File: src/hdl/hsd_pkg.sv
// ----------------------------------------------------------------------------
// hsd_pkg
// Shared types, constants and helpers for the static Huffman decoder.
// ----------------------------------------------------------------------------
package hsd_pkg;

  localparam int LINK_W   = 10;
  localparam int LEAF_BIT = 9;

  // stream phase
  localparam logic [1:0] PH_HEADER = 2'd0;
  localparam logic [1:0] PH_DECODE = 2'd1;
  localparam logic [1:0] PH_DRAIN  = 2'd2;

  typedef struct packed {
    logic [7:0] compressed_byte;
    logic       end_of_file;
  } in_item_t;

  typedef struct packed {
    logic [7:0] decoded_symbol;
    logic       run_last;
    logic       stream_done;
    logic       unsupported_header;
  } out_item_t;

  // controller -> datapath
  typedef struct packed {
    logic accept;
    logic hdr;
    logic clear;
    logic chk;
    logic rdb;
    logic sum;
    logic ins;
    logic root_ld;
    logic wiss;
    logic wstep;
    logic flush;
    logic flag;
  } cmd_t;

  // datapath -> controller
  typedef struct packed {
    logic [1:0] phase;
    logic       in_eof;
    logic       hdr_done;
    logic       single;
    logic       np_lt_nu;
    logic       ins_more;
    logic       leaf_wait;
    logic       step_end;
    logic       pv;
    logic       out_free;
    logic       eof_r;
  } stat_t;

  // child slot of pair wp: bit 0 -> 2p, bit 1 -> 2p-1
  function automatic logic [9:0] slot_of(logic [8:0] wp, logic b);
    logic [9:0] s2;
    s2 = {wp, 1'b0};
    if (s2 == 10'd0 && b) slot_of = 10'd0;
    else slot_of = s2 - {9'd0, b};
  endfunction

endpackage

File: src/hdl/hsd_ctrl.sv
// ----------------------------------------------------------------------------
// hsd_ctrl
// Sequencer for header intake, tree build and bit walk.
// ----------------------------------------------------------------------------
module hsd_ctrl (
  input  logic          clk,
  input  logic          rst_n,
  input  logic          in_valid,
  output logic          in_stall,
  input  hsd_pkg::stat_t stat,
  output hsd_pkg::cmd_t  cmd
);

  localparam logic [3:0] S_IDLE  = 4'd0;
  localparam logic [3:0] S_BCHK  = 4'd1;
  localparam logic [3:0] S_BRDB  = 4'd2;
  localparam logic [3:0] S_BSUM  = 4'd3;
  localparam logic [3:0] S_BINS  = 4'd4;
  localparam logic [3:0] S_BROOT = 4'd5;
  localparam logic [3:0] S_WISS  = 4'd6;
  localparam logic [3:0] S_WSTEP = 4'd7;
  localparam logic [3:0] S_FLUSH = 4'd8;
  localparam logic [3:0] S_FLAG  = 4'd9;

  logic [3:0] state_r, state_nxt;

  assign in_stall = (state_r != S_IDLE);

  always_comb begin
    cmd       = '0;
    state_nxt = state_r;
    unique case (state_r)
      S_IDLE: begin
        if (in_valid) begin
          cmd.accept = 1'b1;
          unique case (stat.phase)
            hsd_pkg::PH_HEADER: begin
              cmd.hdr = 1'b1;
              if (stat.hdr_done && stat.single) state_nxt = S_FLAG;
              else if (stat.in_eof) cmd.clear = 1'b1;
              else if (stat.hdr_done) state_nxt = S_BCHK;
            end
            hsd_pkg::PH_DECODE: state_nxt = S_WISS;
            default: begin
              if (stat.in_eof) cmd.clear = 1'b1;
            end
          endcase
        end
      end
      S_BCHK: begin
        cmd.chk   = 1'b1;
        state_nxt = stat.np_lt_nu ? S_BRDB : S_BROOT;
      end
      S_BRDB: begin
        cmd.rdb   = 1'b1;
        state_nxt = S_BSUM;
      end
      S_BSUM: begin
        cmd.sum   = 1'b1;
        state_nxt = S_BINS;
      end
      S_BINS: begin
        cmd.ins = 1'b1;
        if (!stat.ins_more) state_nxt = S_BCHK;
      end
      S_BROOT: begin
        cmd.root_ld = 1'b1;
        state_nxt   = S_IDLE;
      end
      S_WISS: begin
        cmd.wiss  = 1'b1;
        state_nxt = S_WSTEP;
      end
      S_WSTEP: begin
        if (!stat.leaf_wait) begin
          cmd.wstep = 1'b1;
          if (stat.step_end) state_nxt = S_FLUSH;
        end
      end
      S_FLUSH: begin
        if (!stat.pv || stat.out_free) begin
          cmd.flush = 1'b1;
          cmd.clear = stat.eof_r;
          state_nxt = S_IDLE;
        end
      end
      S_FLAG: begin
        if (stat.out_free) begin
          cmd.flag  = 1'b1;
          cmd.clear = stat.eof_r;
          state_nxt = S_IDLE;
        end
      end
      default: state_nxt = S_IDLE;
    endcase
  end

  always_ff @(posedge clk) begin
    if (!rst_n) state_r <= S_IDLE;
    else state_r <= state_nxt;
  end

endmodule

File: config.mk
export PLATFORM = sky130hd
export DESIGN_NAME = hsd_ctrl
export DESIGN_NICKNAME = d
export VERILOG_FILES = /design/src/hdl/hsd_pkg.sv /design/src/hdl/hsd_ctrl.sv
export SDC_FILE = /design/constraint.sdc
export NUM_CORES = 1
export LEC_CHECK = 0
export ABC_AREA = 1
export BUFFER_PORTS_ARGS = -buffer_cell sky130_fd_sc_hd__buf_2
export CORE_AREA = 3 3 40 42
export CTS_CLUSTER_SIZE = 30
export DETAILED_ROUTE_END_ITERATION = 8
export DIE_AREA = 0 0 43 45
export PLACE_DENSITY = 0.74
export SKIP_CTS_REPAIR_TIMING = 1
export SYNTH_ARGS = -nofsm -noshare
export SYNTH_HDL_FRONTEND = slang
export SYNTH_SLANG_ARGS = --single-unit
File: constraint.sdc
create_clock -name clk -period 2.2 [get_ports clk]
set_input_delay 0.22 -clock clk [delete_from_list [all_inputs] [get_ports clk]]
set_output_delay 0.22 -clock clk [all_outputs]
set_load 0.005 [all_outputs]
Yosys cells after proc, flatten, opt, wreduce, memory -nomap -nowiden
Cells that the tools add are included. W data, S select, Z words.

Equal/unequal tests: 19. Mux-type cells: 33. Reduce and logical (&&, ||, !) cells: 7.

Operators with widths (count): $mux W4 (9); $pmux W4 S9 (1); $mux W1 (17); $eq A4 B3 Y1 const B (4); $ne A2 B2 Y1 const B (6); $reduce_and A9 Y1 (1); $eq A4 B2 Y1 const B (2); $eq A4 B4 Y1 const B (2); $ne A4 B4 Y1 const B (2); $pmux W4 S2 (1); $mux W3 (2); $eq A4 B1 Y1 const B (1); $logic_not A4 Y1 (1); $reduce_bool A4 Y1 (1); $ne A3 B1 Y1 const B (1); $pmux W1 S3 (1); $eq A2 B1 Y1 const B (1); $logic_not A2 Y1 (1); $mux W2 (1); $pmux W1 S2 (1); $logic_and A1 B1 Y1 (1); $logic_not A1 Y1 (1); $logic_or A1 B1 Y1 (1).

Bits in registers: 4. Input port bits: 15. Word-level logic and storage cells: 60.

Depth between registers and ports, before layout
Gate-level depths: netlist of the first run.

Depth after elaboration: 6. Mapped depth: 9.

Least setup slack after synthesis of the first run
Ideal clock, no wire load.

Path kind: register -> output. From: register state_r[1]. To: output cmd[9] (netlist bit). Arrival time: 998 ps. Data required time: 1980 ps. Path slack: 982 ps. Stages on the path, launching flop included: 6. Buffers on the path: 0. Cell sequence: dfxtp_1 nor2_2 nand2_4 nor2_1 nand3_1 o21ai_1.

RTL lines: start: declaration (line hsd_ctrl.sv:25) `logic [3:0] state_r, state_nxt;`; start signal: assignment (line hsd_ctrl.sv:100) `else state_r <= state_nxt;`; end: declaration (line hsd_ctrl.sv:11) `output hsd_pkg::cmd_t cmd`.

==> results of run 1 <==
[cell families (layout without fill, tap and decap cells)]
group / count (synthesis) / count (layout) / share of synthesized area
flip-flops: 4 / 4 / 0.1612
AO/OA/AOI/OAI: 5 / 5 / 0.05035
AND/OR/NAND/NOR: 70 / 70 / 0.6524
buffers and inverters: 18 / 48 / 0.1360
[area by class of cell]
cell class                      count  area (sq um)  area share
Clock buffer                        3         22.52     0.03346
Inverter                           18         67.56      0.1004
Multi-Input combinational cell     75         349.1      0.5186
Sequential cell                     4         80.08      0.1190
Tap cell                           15         18.77     0.02788
Timing Repair Buffer               27         135.1      0.2007
[synthesized netlist by cell type (all sizes together)]
library cell,instances
nor4,1
nor3,1
dfxtp,4
nand3,16
nand4,1
nand2,28
nor2,23
o21ai,2
a21oi,3
inv,18
[worst max-delay path by stage]
stage                         to  slack (ns)  cells past startpoint
after CTS                 cmd[9]        0.58                      6
final                     cmd[9]        0.57                      6
after global placement    cmd[9]        0.88                      6
after floorplan           cmd[9]        0.98                      5
after global routing      cmd[9]        0.48                      6
after detailed placement  cmd[9]        0.84                      6
[cells in the final DEF (no fill, tap or decap)]
cell type / instances
sky130_fd_sc_hd__nand4_1: 1
sky130_fd_sc_hd__clkbuf_4: 3
sky130_fd_sc_hd__nand2_1: 26
sky130_fd_sc_hd__nand2_2: 1
sky130_fd_sc_hd__nor3_1: 1
sky130_fd_sc_hd__buf_2: 27
sky130_fd_sc_hd__nor2_1: 15
sky130_fd_sc_hd__inv_2: 3
sky130_fd_sc_hd__o21ai_0: 1
sky130_fd_sc_hd__nand3_2: 1
sky130_fd_sc_hd__a21oi_1: 3
sky130_fd_sc_hd__dfxtp_1: 4
sky130_fd_sc_hd__nand2_4: 1
sky130_fd_sc_hd__nand3_1: 15
sky130_fd_sc_hd__nor2_2: 8
sky130_fd_sc_hd__inv_1: 15
sky130_fd_sc_hd__nor4_1: 1
sky130_fd_sc_hd__o21ai_1: 1
[power by group through the flow]
stage	Clock, mW	Sequential (mW)	Combinational (mW)
finish	0.0930	0.124	0.409
global route	0.0987	0.129	0.456
CTS	0.0918	0.124	0.407
detailed placement	0	0.125	0.400
global placement	0	0.124	0.397
floorplan	0	0.120	0.292
[critical path, cell delays in order (launching register included)]
cell and delay (ns):
sky130_fd_sc_hd__dfxtp_1 0.35, sky130_fd_sc_hd__nor2_2 0.29, sky130_fd_sc_hd__nand2_4 0.11, sky130_fd_sc_hd__nor2_1 0.15, sky130_fd_sc_hd__nand3_1 0.08, sky130_fd_sc_hd__o21ai_1 0.07
sky130_fd_sc_hd__buf_2 0.12
[per-layer routing]
| metal | vias to the layer above | wire length [microns] | GRT usage |
|---|---|---|---|
| met5 | - | 0 | 0 |
| met4 | 0 | 4 | 0.06627 |
| met3 | 2 | 100 | 0.03984 |
| met2 | 27 | 693 | 0.2635 |
| met1 | 273 | 596 | 0.1799 |
| li1 | 360 | - | - |
==> results.md, run 1 <==
* Sw frac at 0.5118
* Setup repair after global routing missed its margin: false
* Power density over the cells at 929.7 nW/um^2
* Area contributors post-synth: sky130_fd_sc_hd__nand2_1 20%, sky130_fd_sc_hd__dfxtp_1 16%, sky130_fd_sc_hd__nand3_1 15%
* Count of max-cap constraint violations at 0
* Number of warnings reported in the yosys synthesis log at 0
* # IOs at 28
* Worst setup slack after layout at 0.5711 ns
* Site Rows at 13
* Slew at the pin closest to its max-slew limit at 0.2943 ns
* Maximum clock path buffer count at 2
* H-tree lvl count at 1
* Post-layout minimum cycle time at 1.629 ns
* Critical path origin: state_r[1]
* Arrival time of data at the critical path endpoint at 1.41 ns
* Startpoint types: flip-flop
* Share of synthesized area occupied by flip-flops and latches at 0.1612
* Largest fanout of any net on the critical path at 6
* Horizontal die dimension at 43 microns
* Worst path required time at 1.98 ns
* Headroom to the max-slew limit at 0.8036
* Biggest registers after layout: state_r: 4 flops
* Number of clock sinks at 4
* Maximum resistive drop on vdd at 0.0003895 V
* Tightest hold margin at 0.2584 ns
* Largest register by flop count: state_r
* Final core occ at 0.5239
* Syn Nets at 112
* Setup Viol. Count Final at 0
* Number of storage elements in the synthesis netlist at 4
* Leakage power at 0.4237 nW
* Fraction of final layout cells with drive strength greater than 1 at 0.3465
* Initial antenna violation count at 0
* Combinational group share of total power at 0.654
* Fin crit share at 0.7404
* Avg Vias per Cell at 4.662
* Number of max-slew violations in the final report at 0
* Global-route wire length before repair at 2.283 mm
* Estimated wirelength of the detail-placed design at 1.174 mm
* Sum of overflow across all layers after global routing at 0
* Final weighted congestion in routability-driven placement at 0.8405
* Synthesized instance count at 97
* Non-filler cells, final at 142
* Placed cell count at 139
* Iter 0 DRT Violations at 21
* Final Hold Viols at 0
* Skew-Pair Late Insertion Delay at 0.24 ns
* Via count of the routed design at 662
* Maximum number of pins on one net before global-route repair at 7
* Library cell used as clock root buffer: sky130_fd_sc_hd__clkbuf_4
* First-pass detailed-route iteration total at 4
* CTS clk-pin slew, worst paths at 0.04 ns
* Pre-CTS setup slack at 0.8402 ns
* Distinct cells, synth at 16
* FF-to-FF setup slack at 0.87 ns
* Class of the most critical setup path: flip-flop to primary output
* Syn avg cell area at 5.121 sq um
* Number of cells on the worst reg-to-reg path at 9
* Final routed wire length divided by cell count at 9.824 microns
* Post-Synthesis Cell Area at 496.7 sq um
* Number of nets in the layout at 144
* Floorplan die area at 1935 sq um
* Overall routing resource usage at 0.1530
* Residual DRC count at 0
* Min-Delay Startpoint: rst_n
* Core outline area at 1285 sq um
* Antenna cells at 0
* Synth-to-Final Area Change at 35.52%
* Clock network power share at 0.149
* Worst hold path stage count at 3
* Sequential share of power at 0.198
* IO Port Bufs at 27
* Reg-to-reg startpoint: state_r[2]
* Number of fill cells at 153
* TritonCTS clock tree: yes
* Final design instance area without fill at 673.1 sq um
* Internal power at 0.3056 mW
* Vias in the first global route at 578
* Sw power at 0.3203 mW
* Die extent in y at 45 microns
* Routed WL at 1.395 mm
* Total chip power at 0.6258 mW
* Clock tree skew after final layout at 0.003494 ns
* Endpoint of the worst-slack reg-to-reg timing path: state_r[0]
* Crit end category: primary output
* Fraction of post-synthesis cell area in the top cell type by area at 0.1965
* End point of the worst hold path: state_r[3]
* Max reg flops at 4
* Initial Util at 0.3866
* Library cell occupying the most area in the post-synthesis netlist: sky130_fd_sc_hd__nand2_1
* Fmax at 0.6139 GHz
* Number of clock buffers inserted by TritonCTS at 3
* Antenna viol nets, final at 0
* Status: finished clean
* Area after detailed placement at 650.6 sq um
* Total Neg Setup Slack at 0 ns
* Hold/Removal Path Class: primary input to flip-flop
(Power assumes the default switching activity.)
==> inputs of run 2 (changes only) <==
==> constraint.sdc (replaced) <==
create_clock -name clk -period 1.6 [get_ports clk]
set_input_delay 0.16 -clock clk [delete_from_list [all_inputs] [get_ports clk]]
set_output_delay 0.16 -clock clk [all_outputs]
set_load 0.005 [all_outputs]
==> results.md, run 2 (same netlist as run 1, synthesis figures left out) <==
* Reg-to-reg startpoint: state_r[2]
* Crit end category: primary output
* Vias in the first global route at 543
* Setup Viol. Count Final at 0
* Count of max-cap constraint violations at 0
* Pre-CTS setup slack at 0.2616 ns
* Arrival time of data at the critical path endpoint at 1.30 ns
* Area after detailed placement at 650.6 sq um
* IO Port Bufs at 27
* Synth-to-Final Area Change at 38.54%
* Post-layout minimum cycle time at 1.464 ns
* Final design instance area without fill at 688.2 sq um
* Number of max-slew violations in the final report at 0
* CP max stage cell: sky130_fd_sc_hd__dfxtp_2
* Internal power at 0.4334 mW
* Headroom to the max-slew limit at 0.8250
* Fin crit share at 0.9152
* Top library cells by usage in the layout, fill and taps aside: 27 x sky130_fd_sc_hd__buf_2, 26 x sky130_fd_sc_hd__nand2_1, 15 x sky130_fd_sc_hd__inv_1, 15 x sky130_fd_sc_hd__nand3_1, 14 x sky130_fd_sc_hd__nor2_1
* Startpoint types: flip-flop
* Largest register by flop count: state_r
* Sum of overflow across all layers after global routing at 0
* Sw power at 0.4360 mW
* Initial antenna violation count at 0
* Max reg flops at 4
* Final routed wire length divided by cell count at 9.148 microns
* Fraction of final layout cells with drive strength greater than 1 at 0.3701
* Skew-Pair Late Insertion Delay at 0.23 ns
* Leakage power at 0.4281 nW
* Maximum resistive drop on vdd at 0.0006163 V
* Residual DRC count at 0
* CTS clk-pin slew, worst paths at 0.04 ns
* Worst hold path stage count at 3
* Slew at the pin closest to its max-slew limit at 0.2622 ns
* Horizontal die dimension at 43 microns
* Number of clock sinks at 4
* Min-Delay Startpoint: rst_n
* Ordered list of cells on the worst path: inv_2 > nor2_2 > nand2_1 > nand2_1 > nand3_1 > o21ai_1 > buf_2
* Combinational group share of total power at 0.647
* Power density over the cells at 1263 nW/um^2
* Final weighted congestion in routability-driven placement at 0.8806
* Number of cells on the worst reg-to-reg path at 8
* Site Rows at 13
* Core outline area at 1285 sq um
* Routed WL at 1.299 mm
* Final Hold Viols at 0
* Clock tree skew after final layout at 0.007914 ns
* Status: finished clean
* Worst path required time at 1.44 ns
* Fmax at 0.6829 GHz
* Floorplan die area at 1935 sq um
* Global-route wire length before repair at 2.090 mm
* Biggest registers after layout: state_r: 4 flops
* H-tree lvl count at 1
* Placed cell count at 139
* End point of the worst hold path: state_r[0]
* Delay of the slowest critical-path stage at 0.37 ns
* Maximum number of pins on one net before global-route repair at 7
* Kind of cell adding the most delay to the critical path: simple AND/OR/NAND/NOR gates
* Initial Util at 0.3866
* FF-to-FF setup slack at 0.30 ns
* Setup repair after global routing missed its margin: false
* Class of the most critical setup path: flip-flop to primary output
* Antenna cells at 0
* Clock network power share at 0.141
* TritonCTS clock tree: yes
* Library cell used as clock root buffer: sky130_fd_sc_hd__clkbuf_4
* Number of nets in the layout at 144
* Avg Vias per Cell at 4.585
* Estimated wirelength of the detail-placed design at 1.142 mm
* Most frequent CP cell: sky130_fd_sc_hd__nand2_1
* First-pass detailed-route iteration total at 5
* Iter 0 DRT Violations at 9
* Hold/Removal Path Class: primary input to flip-flop
* Worst setup slack after layout at 0.1356 ns
* Maximum clock path buffer count at 2
* Endpoint of the worst-slack reg-to-reg timing path: state_r[2]
* Most common cell after layout, fill and taps aside: sky130_fd_sc_hd__buf_2
* Via count of the routed design at 651
* Sw frac at 0.5015
* Sequential share of power at 0.212
* Buf+Inv Stages, Crit Path at 2
* Die extent in y at 45 microns
* Number of clock buffers inserted by TritonCTS at 3
* Largest fanout of any net on the critical path at 5
* Antenna viol nets, final at 0
* Overall routing resource usage at 0.1372
* Non-filler cells, final at 142
* # IOs at 28
## run 2: per-layer routing
metal  track usage  vias to the layer above  share of wire
met5             0                        -              0
met1        0.1655                      273           0.44
met2        0.2575                       17           0.50
met3       0.03984                        0          0.059
met4             0                        0              0
li1              -                      361              -
## run 2: through the flow
step / utilization / total power, mW / setup TNS, ns / hold WS [ns]
CTS: 0.5239 / 0.8497 / -0.001321 / 0.1834
finish: 0.5355 / 0.8694 / 0 / 0.1909
global placement: 0.5063 / 0.7210 / 0 / 0.4369
global route: 0.5355 / 0.9628 / 0 / 0.2322
detailed placement: 0.5063 / 0.7221 / 0 / 0.4291
floorplan: - / 0.5664 / 0 / 0.3216
## run 2: tightest hold or removal path: cells and delay by family
kind	cells	cell delay [ns]
simple gates	1	0.09
buf+inv	2	0.13
## run 2: worst max path at each step
| stage | startpoint | to | slack [ns] | cells past startpoint |
|---|---|---|---|---|
| 6_report | state_r[3] | cmd[9] | 0.14 | 7 |
| 3_3_place_gp | state_r[1] | cmd[9] | 0.26 | 6 |
| 5_1_grt | state_r[0] | cmd[9] | 0.007 | 7 |
| 2_1_floorplan | state_r[1] | cmd[9] | 0.44 | 5 |
| 3_5_place_dp | state_r[1] | cmd[9] | 0.26 | 6 |
| 4_1_cts | state_r[1] | cmd[9] | -0.001 | 6 |
## run 2: power by group through the flow
stage | Sequential (mW) | Combinational, mW | Clock [mW]
after global routing | 0.191 | 0.635 | 0.137
after detailed placement | 0.174 | 0.548 | 0
after global placement | 0.172 | 0.549 | 0
final | 0.185 | 0.562 | 0.123
after CTS | 0.172 | 0.550 | 0.128
after floorplan | 0.165 | 0.401 | 0
## run 2: area by class of cell
class	instances	area, sq um
clock buffer	3	22.52
fill	130	596.8
inverter	18	67.56
multi-input combinational	75	361.6
sequential	4	82.58
tap	15	18.77
timing repair buffer	27	135.1
